File: src/hdl/mm_pkg.sv
// Shared types and constants for the matrix multiply block.
// Holds command codes, controller states and the controller-to-datapath structs.
// No dependencies.
package mm_pkg;

  localparam int MAX_DIM_DEF    = 16;
  localparam int DATA_WIDTH_DEF = 16;
  localparam int SUM_W          = 40;
  localparam int MAX_RESULTS    = 16;
  localparam int SIZE_W         = 5;
  localparam int IDX_W          = 4;
  localparam int VALUE_W        = 16;
  localparam int CMD_W          = 2;
  localparam int REG_IDX_W      = 2;

  localparam logic [REG_IDX_W-1:0] REG_ROWS_A    = 2'd0;
  localparam logic [REG_IDX_W-1:0] REG_INNER_LEN = 2'd1;
  localparam logic [REG_IDX_W-1:0] REG_COLS_B    = 2'd2;

  typedef enum logic [CMD_W-1:0] {
    CMD_LOAD_A  = 2'd0,
    CMD_LOAD_B  = 2'd1,
    CMD_COMPUTE = 2'd2
  } cmd_e;

  typedef enum logic [2:0] {
    ST_IDLE,
    ST_ISSUE,
    ST_DRAIN1,
    ST_DRAIN2,
    ST_EMIT
  } state_e;

  // Commands from the controller to the datapath.
  typedef struct packed {
    logic wr_a;   // write input element into the A store
    logic wr_b;   // write input element into the B store
    logic rd;     // read one A/B pair for the current inner index
    logic clr;    // clear the accumulator
    logic emit;   // move the accumulator into the output register
    logic last;   // flag of the emitted element
  } ctrl_cmd_t;

  // Status from the datapath to the controller.
  typedef struct packed {
    logic out_free;
  } dp_status_t;

endpackage

File: src/hdl/mm_ctrl.sv
// Controller of the matrix multiply block: size registers, command decode
// and the sequencer that walks columns and inner index. Depends on mm_pkg.
module mm_ctrl import mm_pkg::*; #(
  parameter int MAX_DIM = MAX_DIM_DEF
) (
  input  logic                   clk_i,
  input  logic                   rst_ni,
  input  logic                   in_valid_i,
  output logic                   in_ready_o,
  input  logic [CMD_W-1:0]       cmd_i,
  input  logic [IDX_W-1:0]       row_i,
  input  logic [IDX_W-1:0]       col_i,
  input  logic                   cfg_we_i,
  input  logic [REG_IDX_W-1:0]   cfg_index_i,
  input  logic [SIZE_W-1:0]      cfg_wdata_i,
  input  dp_status_t             status_i,
  output ctrl_cmd_t              cmd_o,
  output logic [$clog2(MAX_DIM)-1:0] k_o,
  output logic [IDX_W-1:0]       row_o,
  output logic [IDX_W-1:0]       col_o
);

  localparam int KW     = $clog2(MAX_DIM);
  localparam int ColCap = (MAX_DIM < MAX_RESULTS) ? MAX_DIM : MAX_RESULTS;

  state_e            state_q, state_d;
  logic [KW-1:0]     k_q, k_d;
  logic [IDX_W-1:0]  j_q, j_d;
  logic [IDX_W-1:0]  row_q, row_d;
  logic [SIZE_W-1:0] rows_a_q, inner_len_q, cols_b_q;
  logic [SIZE_W-1:0] nr, nk, nc;
  logic              load_ok, row_ok, last_k, last_j;

  always_ff @(posedge clk_i or negedge rst_ni) begin
    if (!rst_ni) begin
      rows_a_q    <= SIZE_W'(16);
      inner_len_q <= SIZE_W'(16);
      cols_b_q    <= SIZE_W'(16);
    end else if (cfg_we_i) begin
      case (cfg_index_i)
        REG_ROWS_A:    rows_a_q    <= cfg_wdata_i;
        REG_INNER_LEN: inner_len_q <= cfg_wdata_i;
        REG_COLS_B:    cols_b_q    <= cfg_wdata_i;
        default: ;
      endcase
    end
  end

  // Effective sizes after saturation.
  assign nr = (int'(rows_a_q) > MAX_DIM) ? SIZE_W'(MAX_DIM) : rows_a_q;
  assign nk = (int'(inner_len_q) > MAX_DIM) ? SIZE_W'(MAX_DIM) : inner_len_q;
  assign nc = (int'(cols_b_q) > ColCap) ? SIZE_W'(ColCap) : cols_b_q;

  assign load_ok = (int'(row_i) < MAX_DIM) && (int'(col_i) < MAX_DIM);
  assign row_ok  = ({1'b0, row_i} < nr) && (nc != '0);
  assign last_k  = (int'(k_q) + 1) == int'(nk);
  assign last_j  = (int'(j_q) + 1) == int'(nc);

  always_ff @(posedge clk_i or negedge rst_ni) begin
    if (!rst_ni) begin
      state_q <= ST_IDLE;
      k_q     <= '0;
      j_q     <= '0;
      row_q   <= '0;
    end else begin
      state_q <= state_d;
      k_q     <= k_d;
      j_q     <= j_d;
      row_q   <= row_d;
    end
  end

  always_comb begin
    state_d    = state_q;
    k_d        = k_q;
    j_d        = j_q;
    row_d      = row_q;
    cmd_o      = '0;
    in_ready_o = 1'b0;
    case (state_q)
      ST_IDLE: begin
        in_ready_o = 1'b1;
        if (in_valid_i) begin
          case (cmd_e'(cmd_i))
            CMD_LOAD_A: cmd_o.wr_a = load_ok;
            CMD_LOAD_B: cmd_o.wr_b = load_ok;
            CMD_COMPUTE: begin
              if (row_ok) begin
                row_d     = row_i;
                j_d       = '0;
                k_d       = '0;
                cmd_o.clr = 1'b1;
                state_d   = (nk == '0) ? ST_EMIT : ST_ISSUE;
              end
            end
            default: ;
          endcase
        end
      end
      ST_ISSUE: begin
        cmd_o.rd = 1'b1;
        if (last_k) begin
          state_d = ST_DRAIN1;
        end else begin
          k_d = k_q + 1'b1;
        end
      end
      ST_DRAIN1: state_d = ST_DRAIN2;
      ST_DRAIN2: state_d = ST_EMIT;
      ST_EMIT: begin
        if (status_i.out_free) begin
          cmd_o.emit = 1'b1;
          cmd_o.last = last_j;
          if (last_j) begin
            state_d = ST_IDLE;
          end else begin
            j_d       = j_q + 1'b1;
            k_d       = '0;
            cmd_o.clr = 1'b1;
            state_d   = (nk == '0) ? ST_EMIT : ST_ISSUE;
          end
        end
      end
      default: state_d = ST_IDLE;
    endcase
  end

  assign k_o   = k_q;
  assign row_o = row_q;
  assign col_o = j_q;

  // The pipeline drain always takes both stages.
  a_drain: assert property (@(posedge clk_i) disable iff (!rst_ni)
    state_q == ST_DRAIN1 |=> state_q == ST_DRAIN2)
    else $error("drain sequence broken");

  // A compute for a row outside the result leaves the block idle.
  a_skip_row: assert property (@(posedge clk_i) disable iff (!rst_ni)
    (in_valid_i && in_ready_o && cmd_i == CMD_COMPUTE && !row_ok) |=> state_q == ST_IDLE)
    else $error("out-of-range compute started work");

  // The flagged element ends the row.
  a_last_ends: assert property (@(posedge clk_i) disable iff (!rst_ni)
    (cmd_o.emit && cmd_o.last) |=> state_q == ST_IDLE)
    else $error("row continued after last element");

endmodule

File: config.mk
export PLATFORM = sky130hd
export DESIGN_NAME = mm_ctrl
export DESIGN_NICKNAME = d
export VERILOG_FILES = /design/src/hdl/mm_pkg.sv /design/src/hdl/mm_ctrl.sv
export SDC_FILE = /design/constraint.sdc
export NUM_CORES = 1
export LEC_CHECK = 0
export ABC_CLOCK_PERIOD_IN_PS = 3600
export BUFFER_PORTS_ARGS = -buffer_cell sky130_fd_sc_hd__buf_2
export CAP_MARGIN = 25
export CELL_PAD_IN_SITES_DETAIL_PLACEMENT = 0
export CELL_PAD_IN_SITES_GLOBAL_PLACEMENT = 1
export CORE_MARGIN = 2
export CORE_UTILIZATION = 41
export DETAILED_ROUTE_END_ITERATION = 6
export PLACE_DENSITY_LB_ADDON = 0.25
export SYNTH_ARGS = -nofsm -noshare
export SYNTH_HDL_FRONTEND = slang
export SYNTH_SLANG_ARGS = --single-unit
File: constraint.sdc
create_clock -name clk_i -period 3.6 [get_ports clk_i]
set_clock_uncertainty 0.2 [all_clocks]
set_input_delay 0.72 -clock clk_i [delete_from_list [all_inputs] [get_ports clk_i]]
set_output_delay 0.72 -clock clk_i [all_outputs]
set_load 0.005 [all_outputs]
==> results.yml, run 1 <==
setup_path:
  crit_required_ps: 2680
  slowest_stage: "or4_4"
  path_cells: "ha_1 -> xor2_1 -> or4_4 -> a211oi_4 -> or2b_4 -> nand2_1 -> buf_2"
  worst-setup-path-type: "reg -> out"
  regToRegStartpoint: "col_o[0]"
  startpoint_type: "flop"
  timing.rr.end: "k_o[3]"
  worstPathArrival_ps: 2490
  r2r_cells: 7
  cp_max_fo: 7
  ff2ff_setup_slack_ps: 1040
  endpoint_kind: "primary output"
  slowest_delay_ps: 500
yosys:
  synth.largest_area_cell: "dfrtp_1"
  ys_ff_latch: 30
  syn_area_um2: 1750
  yosys-top-cells-count: "27 x dfrtp_1, 19 x mux2_2, 11 x nand2_1"
  synth_edf_count: 0
  synth_top_area_share_pct: 38.7
  synthArstFlopShare_pct: 100
  syn-num-nets: 182
  yosysWarningCount: 0
  syn_inst: 155
  yosysMostFrequentCell: "dfrtp_1"
  syn_avg_cell_area_um2: 11.3
  ys_top_cells_by_area: "dfrtp_1 39%, mux2_2 12%, dfstp_2 4.5%, ha_1 3.6%, xnor2_1 3.0%"
  synth_seq_area_share_pct: 43.2
  synth_cell_type_count: 44
  synth_ff_type: "dfrtp_1"
sta:
  hold_viol_final: 0
  fin_hold_ws_ps: 282
  worst_slew_pin_slew_ps: 710
  clock.fmax_mhz: 293
  min_period_over_period_pct: 94.7
  relSlewSlack_pct: 52.7
  min_period_ps: 3410
  finalSetupViolations: 0
  rsz0062_at_grt: "no"
  slew_violations: 0
  setup_tns_ps: 0
detailed_routing:
  viasPerCell: 5.51
  first_pass_iters: 4
  routedWlPerCell_um: 15.5
  ant_nets: 0
  via_count: 1383
  routed_wl_um: 3880
  drc: 0
  drtIter0Drc: 73
pwr:
  p_int_mw: 1.07
  ir_worst_vdd_mv: 0.389
  power_density_nw_per_um2: 744
  seq_power_share_pct: 34.8
  power.leakage_nw: 0.995
  combPwrFrac_pct: 38.4
  swShare_pct: 33.4
  power.share.clock_pct: 26.7
  p_switching_uw: 535
global_route:
  overflow: 0
  antenna_found_initial: 0
  grt_pass1_vias: 1325
  grt_start_max_net_pins: 31
  grt_usage_pct: 17.3
  grt_pass1_wl_um: 6620
run:
  cap_violations: 0
min_path:
  hold_path_class: "in -> async"
clock_tree:
  insertion_delay_ps: 280
  post_cts_buffers: 0
  path_clk_slew_ps: 70
  cts_tree: "yes"
  clock-sinks: 30
  cts_resized: 0
  cts-root-buf: "clkbuf_8"
  holdBufCountCts: 0
  htree_levels: 2
  cts_max_path_buffers: 2
  cts_buffers: 5
finish:
  drive_gt1_share_pct: 42.8
  antenna_cells: 0
  nets: 227
  syn2layout_area_growth_pct: 23.1
floorplanning:
  num_io_pins: 41
  dieArea_um2: 4800
  die_w_um: 69.3
  placeableCoreArea_um2: 4060
  start_util_pct: 43.0
  die_h_um: 69.3
  rows: 23
place:
  dpl.hpwl_um: 2900
  gp_congestion: 0.830
  numPortBuffers: 36
run_status:
  status: "complete, no violations"
per-stage QoR:
step / setup slack (ps) / power [mW] / instance area (um^2) / util, % / cells
4_1_cts: 191 / 1.62 / 2150 / 53.0 / 251
3_3_place_gp: 578 / 1.15 / 2010 / 49.5 / 243
5_1_grt: 85.8 / 1.71 / 2150 / 53.0 / 251
3_5_place_dp: 518 / 1.18 / 2010 / 49.5 / 243
6_report: 193 / 1.60 / 2150 / 53.0 / 251
2_1_floorplan: 662 / 0.973 / 1750 / - / 155
state kept, by name, summed over array words and instances, names as in the netlist:
| signal | cells |
|---|---|
| row_o | 4 |
| k_o | 4 |
| rows_a_q | 5 |
| state_q | 3 |
| cols_b_q | 5 |
| inner_len_q | 5 |
| col_o | 4 |
cell families (layout without fill, tap and decap cells):
family / Yosys count / in the layout / synth area share, %
AOI/OAI and AO/OA: 25 / 25 / 12.0
xor gates and xnor gates: 9 / 9 / 5.37
adders and majority gates: 5 / 5 / 3.58
buffers and inverters: 7 / 53 / 1.50
DFF: 30 / 30 / 43.2
muxes: 22 / 22 / 14.0
and+or+nand+nor: 57 / 57 / 20.4
cell usage in the layout, fill, tap and decap left out, types with 2 or more instances in the layout:
cell type | netlist | final
nand3b_1 | 3 | 3
buf_2 | 0 | 36
inv_1 | 6 | 6
mux2i_1 | 3 | 3
a31o_2 | 2 | 2
nand2b_1 | 8 | 8
nand2_1 | 11 | 11
buf_4 | 0 | 3
dfrtp_1 | 27 | 27
nor3b_1 | 2 | 2
and4b_1 | 2 | 2
clkbuf_8 | 0 | 6
xnor2_1 | 6 | 6
a31oi_1 | 3 | 3
nand3_1 | 4 | 4
mux2_2 | 19 | 19
o21ai_0 | 2 | 2
bufinv_16 | 0 | 2
nor2_1 | 7 | 7
o21a_1 | 2 | 2
dfstp_2 | 3 | 3
and2b_2 | 2 | 2
ha_1 | 5 | 5
xor2_1 | 2 | 2
nor3_1 | 6 | 6
a21oi_1 | 6 | 6
o22ai_1 | 3 | 3
area by class of cell:
| type | instances | area [um^2] |
|---|---|---|
| clock inverter | 2 | 60.1 |
| multi-input combinational | 118 | 966 |
| inverter | 6 | 22.5 |
| sequential | 30 | 754 |
| fill | 377 | 1910 |
| tap | 50 | 62.6 |
| clock buffer | 6 | 82.6 |
| timing repair buffer | 39 | 203 |
critical path, delay by kind of cell, from the launching register on:
family          cells  cell delay (ps)
flops               1              470
simple gates        3              800
fa+ha+maj           1              380
xor+xnor            1              150
buf+inv             1              140
compound gates      1              260
power groups by stage:
stage                     Clock, mW  Sequential (mW)  Combinational, mW
after global routing          0.450            0.576              0.682
after floorplan                   0            0.538              0.435
final                         0.428            0.558              0.616
after detailed placement          0            0.562              0.619
after CTS                     0.436            0.556              0.625
after global placement            0            0.551              0.601
layer usage:
metal | vias to the layer above | track usage, % | wire, um
li1 | 657 | - | -
met1 | 685 | 22.2 | 1740
met2 | 34 | 27.8 | 1900
met3 | 7 | 3.92 | 160
met4 | 0 | 7.84 | 76
met5 | - | 0 | 0
worst max path at each step:
stage | endpoint | slack [ps] | from
final | cmd_o[2] | 190 | col_o[0]
after global routing | cmd_o[2] | 90 | col_o[0]
after CTS | cmd_o[2] | 190 | col_o[0]
after global placement | cmd_o[0] | 580 | col_o[0]
after detailed placement | cmd_o[2] | 520 | col_o[0]
after floorplan | cmd_o[2] | 660 | col_o[0]
Power figures use the tool's default switching activity.
==> inputs of run 2 (changes only) <==
Settings changed: GPL_TIMING_DRIVEN from default to 0.
==> run 2 against run 1 <==
Effect of this change: cell count unchanged; clock power is 2% lower; utilization shrank 0.092 points; via count down 2.9%; highest routed layer unchanged; setup slack lost 53 ps; sequential share of layout area up 0.061 points.
==> results.yml, run 2 (same netlist as run 1, synthesis figures left out) <==
finish:
  most-common-layout-cells: "36 x buf_2, 27 x dfrtp_1, 19 x mux2_2, 11 x nand2_1, 8 x nand2b_1"
  stdcell_count: 251
  mostFrequentLayoutCell: "buf_2"
  multi_input_area_um2: 966
  n_fill_cell: 370
  antenna_cells: 0
  drive_gt1_share_pct: 42.3
  top_regs: "cols_b_q: 5 flops, inner_len_q: 5 flops, rows_a_q: 5 flops"
  seq_area_um2: 754
  final_util_pct: 52.9
  syn2layout_area_growth_pct: 22.9
  nets: 227
pwr:
  power.leakage_nw: 0.992
  ir_worst_vdd_mv: 0.386
  power_density_nw_per_um2: 739
clock_tree:
  cts_resized: 0
  cts-root-buf: "clkbuf_8"
  htree_levels: 2
  clock-sinks: 30
  cts_buffers: 5
  path_clk_slew_ps: 70
  cts_tree: "yes"
  holdBufCountCts: 0
  insertion_delay_ps: 280
  cts_max_path_buffers: 2
sta:
  finalSetupViolations: 0
  min_period_ps: 3460
  setup_tns_ps: 0
  worst_slew_pin_slew_ps: 787
  rsz0062_at_grt: "no"
  fin_hold_ws_ps: 275
  min_period_over_period_pct: 96.1
  slew_violations: 0
  hold_viol_final: 0
  clock.fmax_mhz: 289
  relSlewSlack_pct: 47.4
  worst_slack_ps: 140
detailed_routing:
  ant_nets: 0
  drtIter0Drc: 36
  first_pass_iters: 4
  routed_wl_um: 3710
  routedWlPerCell_um: 14.8
  viasPerCell: 5.35
  via_count: 1343
  drc: 0
floorplanning:
  rows: 23
  die_h_um: 69.3
  dieArea_um2: 4800
  num_io_pins: 41
  placeableCoreArea_um2: 4060
  start_util_pct: 43.0
  die_w_um: 69.3
global_route:
  overflow: 0
  grt_pass1_vias: 1351
  grt_usage_pct: 16.5
  grt_start_max_net_pins: 31
  grt_pass1_wl_um: 6330
  antenna_found_initial: 0
place:
  pre_cts_ws_ps: 331
  gp_congestion: 0.799
  place_inst: 241
  numPortBuffers: 36
  dpl.hpwl_um: 2850
setup_path:
  endpoint_kind: "primary output"
  slowest_stage: "or4_4"
  path_cells: "ha_1 -> xor2_1 -> or4_4 -> a211oi_4 -> or2b_4 -> nand2_1 -> buf_2"
  worstPathArrival_ps: 2540
  startpoint_type: "flop"
  r2r_cells: 7
  cp_max_fo: 7
  worst-setup-path-type: "reg -> out"
  slowest_delay_ps: 500
  crit_required_ps: 2680
min_path:
  hold_path_class: "in -> async"
run_status:
  status: "complete, no violations"
run:
  cap_violations: 0
-- run 2: worst paths after layout --
| path | startpoint | end | slack, ps |
|---|---|---|---|
| worst max-delay path | col_o[0] | cmd_o[2] | 140 |
| worst min-delay path | rst_ni | state_q[2] | 270 |
| worst max register to register | col_o[0] | k_o[3] | 980 |
| worst min register to register | row_o[1] | row_o[1] | 310 |
| max in group asynchronous | rst_ni | inner_len_q[3] | 2480 |
| min in group clk_i | row_o[1] | row_o[1] | 310 |
-- run 2: per-layer routing --
layer  global-route usage (%)  share of wire (%)  vias up
met3                     4.51                5.3        7
li1                         -                  -      658
met1                     21.0                 46      639
met5                        0                  0        -
met4                     7.19                1.1        0
met2                     26.3                 48       39
-- run 2: worst max-delay path, delay by kind of cell (launching register included) --
kind	cells	cell delay, ps
buffers and inverters	1	160
AO/OA/AOI/OAI	1	300
flip-flops	1	470
adder cells (fa/ha/maj)	1	370
XOR/XNOR	1	160
AND/OR/NAND/NOR	3	800
-- run 2: timing repair --
action,CTS,global route
setup endpoints to repair,0,1
buffers inserted,0,2
endpoints found under the hold margin,0,0
-- run 2: layout make-up --
type | instances | share of cell area (%)
multi-input cells | 118 | 45.0
flip-flops and latches | 30 | 35.1
repair buffers | 38 | 9.09
clock buffers | 6 | 3.85
well taps | 50 | 2.91
clock inverters | 2 | 2.80
inverters | 6 | 1.05
plain buffers | 1 | 0.175
-- run 2: stage by stage --
stage               power [mW]  area [um^2]
floorplan                0.973         1750
global placement          1.14         1990
detailed placement        1.17         1990
CTS                       1.60         2130
global route              1.69         2150
finish                    1.59         2150
-- run 2: power by group --
group / internal, mW / switching (mW)
clock: 0.295 / 0.126
combinational: 0.322 / 0.290
sequential: 0.445 / 0.108
total: 1.06 / 0.524
==> inputs of run 3 (changes only) <==
Settings changed: ABC_CLOCK_PERIOD_IN_PS 3600 to 3580.
Clock period 3.6 ns to 3.58 ns, I/O delays scaled along.
==> run 3 against run 2 <==
Effect of this change: global-route usage unchanged; sequential share of layout area fell by 0.36 points; count of clock-buffer cells in the layout is the same; utilization increased by 0.55 points; register-to-register slack worse by 130 ps; sequential power about the same; first-iteration DRC count increased by 14%; setup slack got worse by 11 ps; cell count increased by 1.2%; die area did not move; critical endpoint unchanged; largest power group unchanged.
==> results.yml, run 3 (same netlist as run 1, synthesis figures left out) <==
detailed_routing:
  viasPerCell: 5.35
  via_count: 1358
  first_pass_iters: 4
  drc: 0
  ant_nets: 0
  routedWlPerCell_um: 14.7
  drtIter0Drc: 41
  routed_wl_um: 3740
pwr:
  ir_worst_vdd_mv: 0.388
  power.leakage_nw: 1.00
  power_density_nw_per_um2: 736
setup_path:
  startpoint: "col_o[0]"
  timing.rr.end: "k_o[3]"
  endpoint_kind: "primary output"
  crit_required_ps: 2660
  regToRegStartpoint: "col_o[0]"
  path_cells: "ha_1 -> xor2_1 -> or4_4 -> a211oi_4 -> or2b_4 -> nand2_1 -> buf_2"
  worst-setup-path-type: "reg -> out"
  startpoint_type: "flop"
  worstPathArrival_ps: 2540
  r2r_cells: 8
  cp_max_fo: 7
  slowest_stage: "or4_4"
  ff2ff_setup_slack_ps: 850
  critPathCapture: "cmd_o[2]"
  slowest_delay_ps: 500
floorplanning:
  rows: 23
  die_w_um: 69.3
  die_h_um: 69.3
  placeableCoreArea_um2: 4060
  start_util_pct: 43.0
  dieArea_um2: 4800
  num_io_pins: 41
finish:
  syn2layout_area_growth_pct: 24.2
  nets: 230
  most-common-layout-cells: "36 x buf_2, 27 x dfrtp_1, 19 x mux2_2, 11 x nand2_1, 8 x nand2b_1"
  top_regs: "cols_b_q: 5 flops, inner_len_q: 5 flops, rows_a_q: 5 flops"
  final_util_pct: 53.5
  mostFrequentLayoutCell: "buf_2"
  antenna_cells: 0
  postLayoutCellArea_um2: 2170
  drive_gt1_share_pct: 43.1
min_path:
  hold_path_class: "in -> async"
sta:
  relSlewSlack_pct: 47.6
  fin_hold_ws_ps: 270
  min_period_over_period_pct: 96.4
  slew_violations: 0
  finalSetupViolations: 0
  min_period_ps: 3450
  rsz0062_at_grt: "no"
  setup_tns_ps: 0
  hold_viol_final: 0
  worst_slew_pin_slew_ps: 784
  clock.fmax_mhz: 290
global_route:
  antenna_found_initial: 0
  overflow: 0
  grt_pass1_wl_um: 6330
  grt_start_max_net_pins: 31
  grt_pass1_vias: 1351
  grt_usage_pct: 16.5
clock_tree:
  cts_tree: "yes"
  holdBufCountCts: 0
  path_clk_slew_ps: 60
  clock-sinks: 30
  cts_buffers: 5
  cts-root-buf: "clkbuf_8"
  cts_max_path_buffers: 2
  htree_levels: 2
  insertion_delay_ps: 280
place:
  numPortBuffers: 36
  dpl.hpwl_um: 2850
  gp_congestion: 0.799
  place_area_um2: 1990
run:
  cap_violations: 0
run_status:
  status: "complete, no violations"
[run 3: layout make-up]
cell class | instances | area (um^2)
Inverter | 6 | 22.5
Buffer | 1 | 3.75
Clock buffer | 6 | 82.6
Sequential cell | 30 | 754
Multi-Input combinational cell | 118 | 966
Tap cell | 50 | 62.6
Fill cell | 366 | 1890
Timing Repair Buffer | 41 | 218
Clock inverter | 2 | 60.1
[run 3: critical path: cells and delay by family, from the launching register on]
kind	cells	cell delay (ps)
and+or+nand+nor	3	760
DFF	1	470
adders and majority gates	1	370
AOI/OAI and AO/OA	1	330
xor gates and xnor gates	1	160
buffers and inverters	1	160
[run 3: where the power goes]
part / switching (mW) / internal (mW) / total (mW)
Clock: 0.127 / 0.297 / 0.423
Sequential: 0.109 / 0.447 / 0.556
Combinational: 0.292 / 0.326 / 0.618
Total: 0.527 / 1.07 / 1.60
[run 3: worst min-delay path by stage]
| stage | cells after the start | end | slack [ps] |
|---|---|---|---|
| after floorplan | 0 | col_o[0] | 220 |
| after global placement | 1 | row_o[0] | 280 |
| after detailed placement | 1 | row_o[1] | 290 |
| after CTS | 1 | col_o[2] | 300 |
| after global routing | 1 | state_q[2] | 320 |
| final | 1 | state_q[2] | 270 |
[run 3: per-stage QoR]
| step | std cells | total power, mW | setup WS, ps |
|---|---|---|---|
| floorplan | 155 | 0.979 | 646 |
| global placement | 241 | 1.14 | 356 |
| detailed placement | 241 | 1.17 | 315 |
| CTS | 249 | 1.60 | 23.9 |
| global route | 254 | 1.71 | 26.8 |
| finish | 254 | 1.60 | 128 |
[run 3: what timing repair did]
action | CTS | global route
pin swaps | 1 | 1
setup buffers | 0 | 5
gates resized for setup | 0 | 0
endpoints found under the setup margin | 1 | 1
endpoints found under the hold margin | 0 | 0
[run 3: routing by layer]
metal	wire length, um	track usage, %	up-vias	part of all wire (%)
li1	-	-	664	-
met1	1710	21.0	645	46
met2	1780	26.3	42	47
met3	213	4.51	7	5.7
met4	42	7.19	0	1.1
met5	0	0	-	0
